`src/hw/rtl/igc_pkg.sv`:
```
// ----------------------------------------------------------------------------
// igc_pkg
// Shared types and constants for the graph coloring block: transaction
// payloads, queue command format and sequencer state codes.
// ----------------------------------------------------------------------------
package igc_pkg;

  localparam int MAX_VERTICES_DEF = 64;
  localparam int KIND_W           = 2;
  localparam int ROW_IDX_W        = 6;
  localparam int ROW_BITS_W       = 64;
  localparam int VERTEX_W         = 6;
  localparam int COLOR_W          = 6;
  localparam int VCOUNT_W         = 7;
  localparam logic [VCOUNT_W-1:0] VCOUNT_RST = 7'd64;
  localparam int QUEUE_DEPTH      = 2;

  // Input kind codes
  localparam logic [KIND_W-1:0] KIND_LOAD_ADJ = 2'd0;
  localparam logic [KIND_W-1:0] KIND_LOAD_GRP = 2'd1;
  localparam logic [KIND_W-1:0] KIND_RUN      = 2'd2;

  typedef struct packed {
    logic [KIND_W-1:0]     kind;
    logic [ROW_IDX_W-1:0]  row_index;
    logic [ROW_BITS_W-1:0] row_bits;
  } in_item_t;

  typedef struct packed {
    logic [VERTEX_W-1:0] vertex;
    logic [COLOR_W-1:0]  color;
    logic                last;
  } out_item_t;

  typedef enum logic [1:0] {
    OP_LOAD_ADJ = 2'd0,
    OP_LOAD_GRP = 2'd1,
    OP_RUN      = 2'd2
  } cmd_op_t;

  typedef struct packed {
    cmd_op_t               op;
    logic [ROW_IDX_W-1:0]  row;
    logic [ROW_BITS_W-1:0] bits;
  } cmd_t;

  typedef enum logic [4:0] {
    ST_IDLE = 5'b00001,
    ST_GRP  = 5'b00010,
    ST_P2   = 5'b00100,
    ST_SCAN = 5'b01000,
    ST_OUT  = 5'b10000
  } back_state_t;

endpackage

```
`src/hw/rtl/igc_fifo.sv`:
```
// ----------------------------------------------------------------------------
// igc_fifo
// Small register queue with full/empty flags; parts the front from the
// back and the back from the result consumer.
// ----------------------------------------------------------------------------
module igc_fifo #(
  parameter int WIDTH = 1
) (
  input  logic             clk,
  input  logic             rst_n,
  input  logic             push,
  input  logic [WIDTH-1:0] wr_data,
  output logic             full,
  input  logic             pop,
  output logic [WIDTH-1:0] rd_data,
  output logic             empty
);
  import igc_pkg::*;

  localparam int AW = $clog2(QUEUE_DEPTH);

  logic [WIDTH-1:0] mem_r [QUEUE_DEPTH];
  logic [AW-1:0]    wr_ptr_r;
  logic [AW-1:0]    rd_ptr_r;
  logic [AW:0]      count_r;
  logic             do_push;
  logic             do_pop;

  assign full    = (count_r == (AW+1)'(QUEUE_DEPTH));
  assign empty   = (count_r == '0);
  assign do_push = push && !full;
  assign do_pop  = pop && !empty;
  assign rd_data = mem_r[rd_ptr_r];

  always_ff @(posedge clk) begin
    if (do_push) begin
      mem_r[wr_ptr_r] <= wr_data;
    end
  end

  always_ff @(posedge clk) begin
    if (!rst_n) begin
      wr_ptr_r <= '0;
      rd_ptr_r <= '0;
      count_r  <= '0;
    end else begin
      if (do_push) begin
        wr_ptr_r <= wr_ptr_r + 1'b1;
      end
      if (do_pop) begin
        rd_ptr_r <= rd_ptr_r + 1'b1;
      end
      if (do_push && !do_pop) begin
        count_r <= count_r + 1'b1;
      end else if (do_pop && !do_push) begin
        count_r <= count_r - 1'b1;
      end
    end
  end

endmodule

```
`config.mk`:
```
export PLATFORM = sky130hd
export DESIGN_NAME = igc_fifo
export DESIGN_NICKNAME = d
export VERILOG_FILES = /design/src/hw/rtl/igc_pkg.sv /design/src/hw/rtl/igc_fifo.sv
export SDC_FILE = /design/constraint.sdc
export NUM_CORES = 1
export LEC_CHECK = 0
export BUFFER_PORTS_ARGS = -buffer_cell sky130_fd_sc_hd__buf_4
export CORE_AREA = 2 2 39 41
export CTS_CLUSTER_SIZE = 12
export DETAILED_ROUTE_END_ITERATION = 8
export DIE_AREA = 0 0 41 43
export GPL_TIMING_DRIVEN = 0
export PLACE_DENSITY = 0.52
export SLEW_MARGIN = 0
export SYNTH_ARGS = -nofsm -noshare
export SYNTH_HDL_FRONTEND = slang
export SYNTH_SLANG_ARGS = --single-unit
```
`constraint.sdc`:
```
create_clock -name clk -period 1.7 [get_ports clk]
set_input_delay 0.17 -clock clk [delete_from_list [all_inputs] [get_ports clk]]
set_output_delay 0.17 -clock clk [all_outputs]
set_load 0.005 [all_outputs]
```
==> flow_summary.ini, run 1 <==
[floorplanning]
core_um2 = 1384
rows = 14
dieArea_um2 = 1763
dieWidth_um = 41
initial_core_util = 0.2206
io_pins = 8
die_h_um = 43

[power_and_ir_drop]
power_density_nw_per_um2 = 1617
ir_drop_mv = 0.6206
total_power_mw = 0.6553
leakagePower_nw = 0.1736

[finish]
area.growth.synth_to_final_pct = 32.79
post-route-util = 0.2929
layout.nets = 46
n_antenna_cell = 0
drive_above_1_share = 0.3590

[yosys]
synth_cell_type_count = 19
yosysWarnings = 0
synth_area_um2 = 305.3
seq_area_frac_synth = 0.5246
synth_area_per_cell_um2 = 10.90
ys_ff_latch = 7
postSynthCellCount = 28
synthesis.nets = 34

[clocking]
clkTransAtPathRegs_ns = 0.05
numCtsBuffers = 3
cts-root-buf = clkbuf_4
post_cts_buffers = 0
clock_sinks = 7
insertion_delay_ns = 0.25
htreeDepth = 1
cts_hold_buf = 0
clockBufferDepth = 2
cts_tree = done

[timing]
tightest_slew_ns = 0.2114
period_needed_ns = 1.507
max_slew_margin = 0.8581
fin_skew_ns = 0.003994
hold_violations = 0
rsz0062_at_grt = no
fin_crit_sh = 0.8864
setup-tns-final_ns = 0
slew_viol_final = 0
fmax_ghz = 0.6636
setup_violations = 0

[worst_setup_path]
crit_path_top_delay_cell = dfxtp_2
required_ns = 1.89
path_cells = nand2b_1, inv_2, nor2_1, ha_1, or3_1, a21boi_1
critPathTopFamily = simple AND/OR/NAND/NOR gates
r2r_slack_ns = 0.19
worstSetupStartpointType = register
cp.arrival_ns = 1.69
endpoint_kind = register
worst_path_largest_cell_delay_ns = 0.36
path_buf_inv = 1
worstPathMaxFanout = 5
crit_type = register to register

[route]
wirelength_um = 453
vias = 222
viasPerCell = 4.036
drc_errors = 0
dr.pass1.iters = 5
drt_first_iter_violations = 1
ant_nets = 0
wl_per_cell_um = 8.236

[grt]
grt_pass1_vias = 156
grt_pass1_wl_um = 662
grt_max_degree = 6
grt-ovfl-total = 0
track_usage = 0.06478
grt_antenna_before_repair = 0

[placement]
portBuffers = 7
gp_congestion = 0.6874

[flow_run]
drv_cap = 0

[min_path]
min_path_type = input port to register

[outcome]
status = finished clean
layout make-up:
type | instances | area (um^2)
Fill cell | 144 | 978.4
Tap cell | 16 | 20.02
Sequential cell | 7 | 161.4
Multi-Input combinational cell | 19 | 137.6
Inverter | 2 | 7.507
Clock buffer | 4 | 26.28
Timing Repair Buffer | 7 | 52.55
path summary, 6_finish.rpt:
check / startpoint / to / cells past startpoint
max reg2reg: count_r[0] / count_r[1] / 6
min: wr_data / mem_r[0] / 1
max: count_r[0] / count_r[1] / 6
min reg2reg: count_r[1] / count_r[1] / 2
logic make-up after synthesis:
group	synth area share
muxes	0.03688
and+or+nand+nor	0.1804
adders and majority gates	0.04098
DFF	0.5246
xor gates and xnor gates	0.08608
buffers and inverters	0.02457
AOI/OAI and AO/OA	0.1066
stage by stage:
stage          instance area [um^2]  hold WS, ns  worst slack [ns]  std cells
2_1_floorplan                 305.3       0.2689            0.2460         28
3_3_place_gp                  377.9       0.3599            0.1200         51
3_5_place_dp                  377.9       0.3620            0.1177         51
4_1_cts                       404.1      0.09872            0.1109         55
5_1_grt                       405.4      0.08987           0.07779         55
6_report                      405.4       0.1038            0.1930         55
worst reg2reg max path, cell delays in order, from the launching register on:
cell and delay (ns):
dfxtp_2 0.36, nand2b_1 0.16, inv_2 0.06, nor2_1 0.11, ha_1 0.27, or3_1 0.35, a21boi_1 0.13
layout by cell type, fill, tap and decap left out, types with 2 or more instances in the layout:
master / instances
xnor2_1: 2
dfxtp_1: 4
nor2_1: 2
edfxtp_1: 2
clkbuf_4: 3
and2_1: 3
buf_4: 7
layer usage:
layer,routed length [um],GRT usage
met1,205,0.07261
met2,206,0.06563
met3,42,0.07853
met4,0,0.04000
met5,0,0
synth_stat cells (all sizes together):
| master | count | area (um^2) |
|---|---|---|
| nor2 | 2 | 7.510 |
| o21a | 1 | 7.510 |
| and3 | 1 | 6.260 |
| dfxtp | 5 | 100.1 |
| nand2b | 1 | 6.260 |
| ha | 1 | 12.51 |
| and2 | 3 | 18.77 |
| nor3 | 1 | 10.01 |
| a21boi | 2 | 15.02 |
| xor2 | 1 | 8.760 |
| edfxtp | 2 | 60.06 |
| or3 | 1 | 6.260 |
| xnor2 | 2 | 17.52 |
| inv | 2 | 7.500 |
| o21ai | 2 | 10.00 |
| mux2 | 1 | 11.26 |
what timing repair did:
item                                   4_1_cts  5_1_grt
setup endpoints to repair                    0        1
endpoints found under the hold margin        0        0
resized for setup                            0        1
power breakdown:
part / internal [mW] / switching, mW
clock network: 0.0893 / 0.0576
registers: 0.226 / 0.0359
logic: 0.145 / 0.101
Power figures use the tool's default switching activity.
==> run 2, diff against run 1 <==
--- a/config.mk
+++ b/config.mk
@@ -5,13 +5,14 @@
 export SDC_FILE = /design/constraint.sdc
 export NUM_CORES = 1
 export LEC_CHECK = 0
+export ABC_AREA = 1
 export BUFFER_PORTS_ARGS = -buffer_cell sky130_fd_sc_hd__buf_4
 export CORE_AREA = 2 2 39 41
 export CTS_CLUSTER_SIZE = 12
 export DETAILED_ROUTE_END_ITERATION = 8
 export DIE_AREA = 0 0 41 43
 export GPL_TIMING_DRIVEN = 0
-export PLACE_DENSITY = 0.52
+export PLACE_DENSITY = 0.53
 export SLEW_MARGIN = 0
 export SYNTH_ARGS = -nofsm -noshare
 export SYNTH_HDL_FRONTEND = slang
==> flow_summary.ini, run 2 <==
[worst_setup_path]
worst_path_largest_cell_delay_ns = 0.42
crit_type = register to register
crit_path_top_delay_cell = dfxtp_1
required_ns = 1.89
path_cells = nor2_1, nor2_2, inv_1, ha_1, inv_1, nand3_1, nand2_1, inv_1, nor2_1
endpoint_kind = register
crit_start = count_r[0]
worstSetupStartpointType = register
worstPathMaxFanout = 5
cp.arrival_ns = 1.60
path_buf_inv = 3
critPathTopFamily = simple AND/OR/NAND/NOR gates
rr_startpoint = count_r[0]
cp_common_cell = inv_1

[finish]
area.growth.synth_to_final_pct = 30.98
layout.nets = 59
mostFrequentLayoutCells = nor2_1 (10), inv_1 (8), buf_4 (7)
mostFrequentLayoutCell = nor2_1
drive_above_1_share = 0.2692
n_antenna_cell = 0
fin_cells = 68
design_area_um2 = 417.9

[timing]
fin_skew_ns = 0.0006788
hold_ws_ns = 0.1071
tightest_slew_ns = 0.2085
slew_viol_final = 0
hold_violations = 0
setup_ws_ns = 0.2937
fmax_ghz = 0.7111
setup-tns-final_ns = 0
fin_crit_sh = 0.8272
period_needed_ns = 1.406
max_slew_margin = 0.8608
setup_violations = 0
rsz0062_at_grt = no

[yosys]
synth_cell_type_count = 14
dominantRegCellSynth = dfxtp_1
ys_async_sr_fraction = 0
synth_area_per_cell_um2 = 7.782
yosysMostFrequentCell = nor2_1
synthAdderAreaFrac = 0.03922
synth-simple-area-share = 0.2431
synthXorXnorAreaFrac = 0
postSynthCellCount = 41
yosysTopAreaCell = dfxtp_1
seq_area_frac_synth = 0.5020
synth_area_um2 = 319.1
yosysTopAreaCellShare = 0.3137
netlist_top_cells_area = dfxtp_1 (31%), edfxtp_1 (19%), nor2_1 (12%)
ys_ff_latch = 7
yosys-mux-area-fraction = 0.03529
synthesis.nets = 47
yosysWarnings = 0
synth-edff-count = 2
synth_compound_area_frac = 0.07451
synth_common_cells = nor2_1 (10), inv_1 (8), nand2_1 (6)
synth_top_family_by_area = simple AND/OR/NAND/NOR gates

[grt]
grt_antenna_before_repair = 0
grt_pass1_vias = 271
track_usage = 0.09859
grt-ovfl-total = 0
grt_max_degree = 6
grt_pass1_wl_um = 1069

[clocking]
numCtsBuffers = 3
cts_hold_buf = 0
clock_sinks = 7
post_cts_buffers = 0
insertion_delay_ns = 0.25
cts-root-buf = clkbuf_4
clockBufferDepth = 2
cts_tree = done
clkTransAtPathRegs_ns = 0.05
cts.repair.resized = 0
htreeDepth = 1

[route]
drc_errors = 0
highest_layer = met3
wl_met2_um = 281
ant_nets = 0
viasPerCell = 4.103
wl_per_cell_um = 8.618
dr_wl_met3_um = 67
dr.pass1.iters = 4
wirelength_um = 586
drt_first_iter_violations = 5
vias = 279
drt-met1-wl_um = 238

[power_and_ir_drop]
leakagePower_nw = 0.2021
ir_drop_mv = 0.6059
power_density_nw_per_um2 = 1581

[floorplanning]
io_pins = 8
dieArea_um2 = 1763
core_um2 = 1384
dieWidth_um = 41
rows = 14
initial_core_util = 0.2306
die_h_um = 43

[min_path]
min_path_type = input port to register
min_from = wr_data

[placement]
dpl.hpwl_um = 468.2
dpl-instance-area_um2 = 391.6
pre_cts_ws_ns = 0.2901
placed_cells = 64
gp_congestion = 0.7010
portBuffers = 7

[outcome]
status = finished clean

[flow_run]
drv_cap = 0
-- run 2: cell types whose count changed after synthesis, sizes merged, moves of 2 or more --
cell	previous run	this run
nor2	2	11
inv	2	9
nand2	0	6
and2	3	0
a21boi	2	0
xnor2	2	0
-- run 2: per-stage QoR --
stage	utilization	power, mW
CTS	0.3020	0.6775
floorplan	-	0.4261
finish	0.3020	0.6608
detailed placement	0.2830	0.5175
global placement	0.2830	0.5118
global route	0.3020	0.7316
-- run 2: metal layers --
| metal | GRT usage | vias up |
|---|---|---|
| met3 | 0.09424 | 0 |
| met2 | 0.1344 | 9 |
| met1 | 0.1003 | 122 |
| li1 | - | 148 |
| met5 | 0 | - |
| met4 | 0.04000 | 0 |
-- run 2: cell type report --
type,count,area [um^2]
Fill cell,157,965.9
Sequential cell,7,160.2
Inverter,9,33.78
Clock buffer,4,26.28
Multi-Input combinational cell,25,125.1
Tap cell,16,20.02
Timing Repair Buffer,7,52.55
-- run 2: worst paths after layout --
| kind | end | slack [ns] | cells past startpoint |
|---|---|---|---|
| worst min register to register | rd_ptr_r | 0.50 | 2 |
| worst min-delay path | mem_r[0] | 0.11 | 1 |
| worst max-delay path | count_r[1] | 0.29 | 9 |
| worst max register to register | count_r[1] | 0.29 | 9 |
-- run 2: logic make-up (layout without fill, tap and decap cells) --
logic type	after synthesis	count (layout)
DFF	7	7
muxes	1	1
AOI/OAI and AO/OA	4	4
and+or+nand+nor	19	19
buffers and inverters	9	20
adders and majority gates	1	1
-- run 2: power by group --
group          switching, mW  internal (mW)  total (mW)
clock                 0.0623         0.0896       0.152
sequential            0.0344          0.221       0.255
combinational          0.136          0.118       0.254
total                  0.233          0.428       0.661
-- run 2: worst reg2reg max path: stages, from the launching register on --
cell and delay (ns):
dfxtp_1 0.42, nor2_1 0.10, nor2_2 0.13, inv_1 0.06
ha_1 0.32, inv_1 0.08, nand3_1 0.07, nand2_1 0.06
inv_1 0.04, nor2_1 0.08
==> run 3, diff against run 2 <==
==> constraint.sdc (replaced) <==
create_clock -name clk -period 1.41 [get_ports clk]
set_input_delay 0.141 -clock clk [delete_from_list [all_inputs] [get_ports clk]]
set_output_delay 0.141 -clock clk [all_outputs]
set_load 0.005 [all_outputs]
==> flow_summary.ini, run 3 (synthesis gave the netlist of run 2 again) <==
[timing]
period_needed_ns = 1.303
fmax_ghz = 0.7676
slew_viol_final = 0
tightest_slew_ns = 0.1901
hold_violations = 0
setup-tns-final_ns = 0
max_slew_margin = 0.8732
fin_crit_sh = 0.9239
fin_skew_ns = 0.002103
setup_violations = 0
hold_ws_ns = 0.07837
rsz0062_at_grt = no

[power_and_ir_drop]
p_comb_frac = 0.405
sw_frac_of_total = 0.3507
seqPwrFrac = 0.377
intPower_mw = 0.5403
clkPwrFrac = 0.218
leakagePower_nw = 0.2020
ir_drop_mv = 0.7327
p_switching_mw = 0.2919
power_density_nw_per_um2 = 1922

[min_path]
min_path_type = input port to register

[grt]
grt_pass1_wl_um = 1069
grt_antenna_before_repair = 0
track_usage = 0.09859
grt-ovfl-total = 0
grt_pass1_vias = 271
grt_max_degree = 6

[worst_setup_path]
endpoint_kind = register
crit_type = register to register
cp.arrival_ns = 1.45
required_ns = 1.56
worstPathMaxFanout = 4
worstSetupStartpointType = register

[clocking]
post_cts_buffers = 0
clockBufferDepth = 2
insertion_delay_ns = 0.25
cts_tree = done
cts_hold_buf = 0
clkTransAtPathRegs_ns = 0.05
cts-root-buf = clkbuf_4
clock_sinks = 7
numCtsBuffers = 3
htreeDepth = 1

[route]
wirelength_um = 605
dr.pass1.iters = 2
drc_errors = 0
viasPerCell = 4.265
drt_first_iter_violations = 8
ant_nets = 0
wl_per_cell_um = 8.897
vias = 290

[floorplanning]
io_pins = 8
core_um2 = 1384
rows = 14
dieWidth_um = 41
dieArea_um2 = 1763
initial_core_util = 0.2306
die_h_um = 43

[finish]
drive_above_1_share = 0.3462
area.growth.synth_to_final_pct = 35.69
mostFrequentLayoutCell = nor2_1
fillers = 154
layout.nets = 59
n_antenna_cell = 0
mostFrequentLayoutCells = nor2_1 (10), inv_1 (7), buf_4 (7)

[outcome]
status = finished clean

[placement]
portBuffers = 7
dpl.hpwl_um = 468.2
gp_congestion = 0.7010

[flow_run]
drv_cap = 0
run 3: cell counts in the layout (fill, tap and decap cells not counted):
Identical to the previous run, type by type.
run 3: worst paths after layout:
path | slack (ns) | cells after the start | startpoint | end
worst max-delay path | 0.11 | 9 | count_r[1] | count_r[1]
worst min-delay path | 0.08 | 1 | wr_data | mem_r[0]
worst max register to register | 0.11 | 9 | count_r[1] | count_r[1]
worst min register to register | 0.50 | 2 | rd_ptr_r | register
run 3: cell type report:
cell class	instances	area (um^2)	area share
Clock buffer	4	26.28	0.06069
Inverter	9	33.78	0.07803
Multi-Input combinational cell	25	137.6	0.3179
Sequential cell	7	162.7	0.3757
Tap cell	16	20.02	0.04624
Timing Repair Buffer	7	52.55	0.1214
run 3: power groups by stage:
stage          Clock (mW)  Sequential, mW  Combinational, mW
3_5_place_dp            0           0.313              0.311
3_3_place_gp            0           0.313              0.304
2_1_floorplan           0           0.303              0.211
5_1_grt             0.210           0.324              0.391
6_report            0.182           0.313              0.337
4_1_cts             0.195           0.312              0.313
run 3: repair_timing:
item,in CTS,in global routing
gates resized for setup,1,3
pin swaps,0,1
endpoints found under the setup margin,1,1
cloned,0,0
run 3: stage by stage:
step,total power [mW],cell area (um^2),instances,utilization,setup WS [ns]
2_1_floorplan,0.5138,319.1,41,-,0.1163
4_1_cts,0.8202,419.2,68,0.3029,0.03217
6_report,0.8322,432.9,68,0.3128,0.1072
5_1_grt,0.9248,432.9,68,0.3128,0.005577
3_5_place_dp,0.6239,391.6,64,0.2830,0.0001317
3_3_place_gp,0.6171,391.6,64,0.2830,0.004983
run 3: critical path, stage by stage (launching register included):
cell     delay, ns
dfxtp_2       0.33
inv_1         0.07
o21ai_2       0.21
inv_2         0.08
ha_4          0.27
inv_1         0.04
nand3_1       0.07
nand2_1       0.05
inv_1         0.05
nor2_1        0.03
run 3: routing by layer:
metal	global-route usage	routed length, um	part of all wire
met1	0.1003	241	0.40
met4	0.04000	0	0
met5	0	0	0
met3	0.09424	62	0.10
met2	0.1344	301	0.50
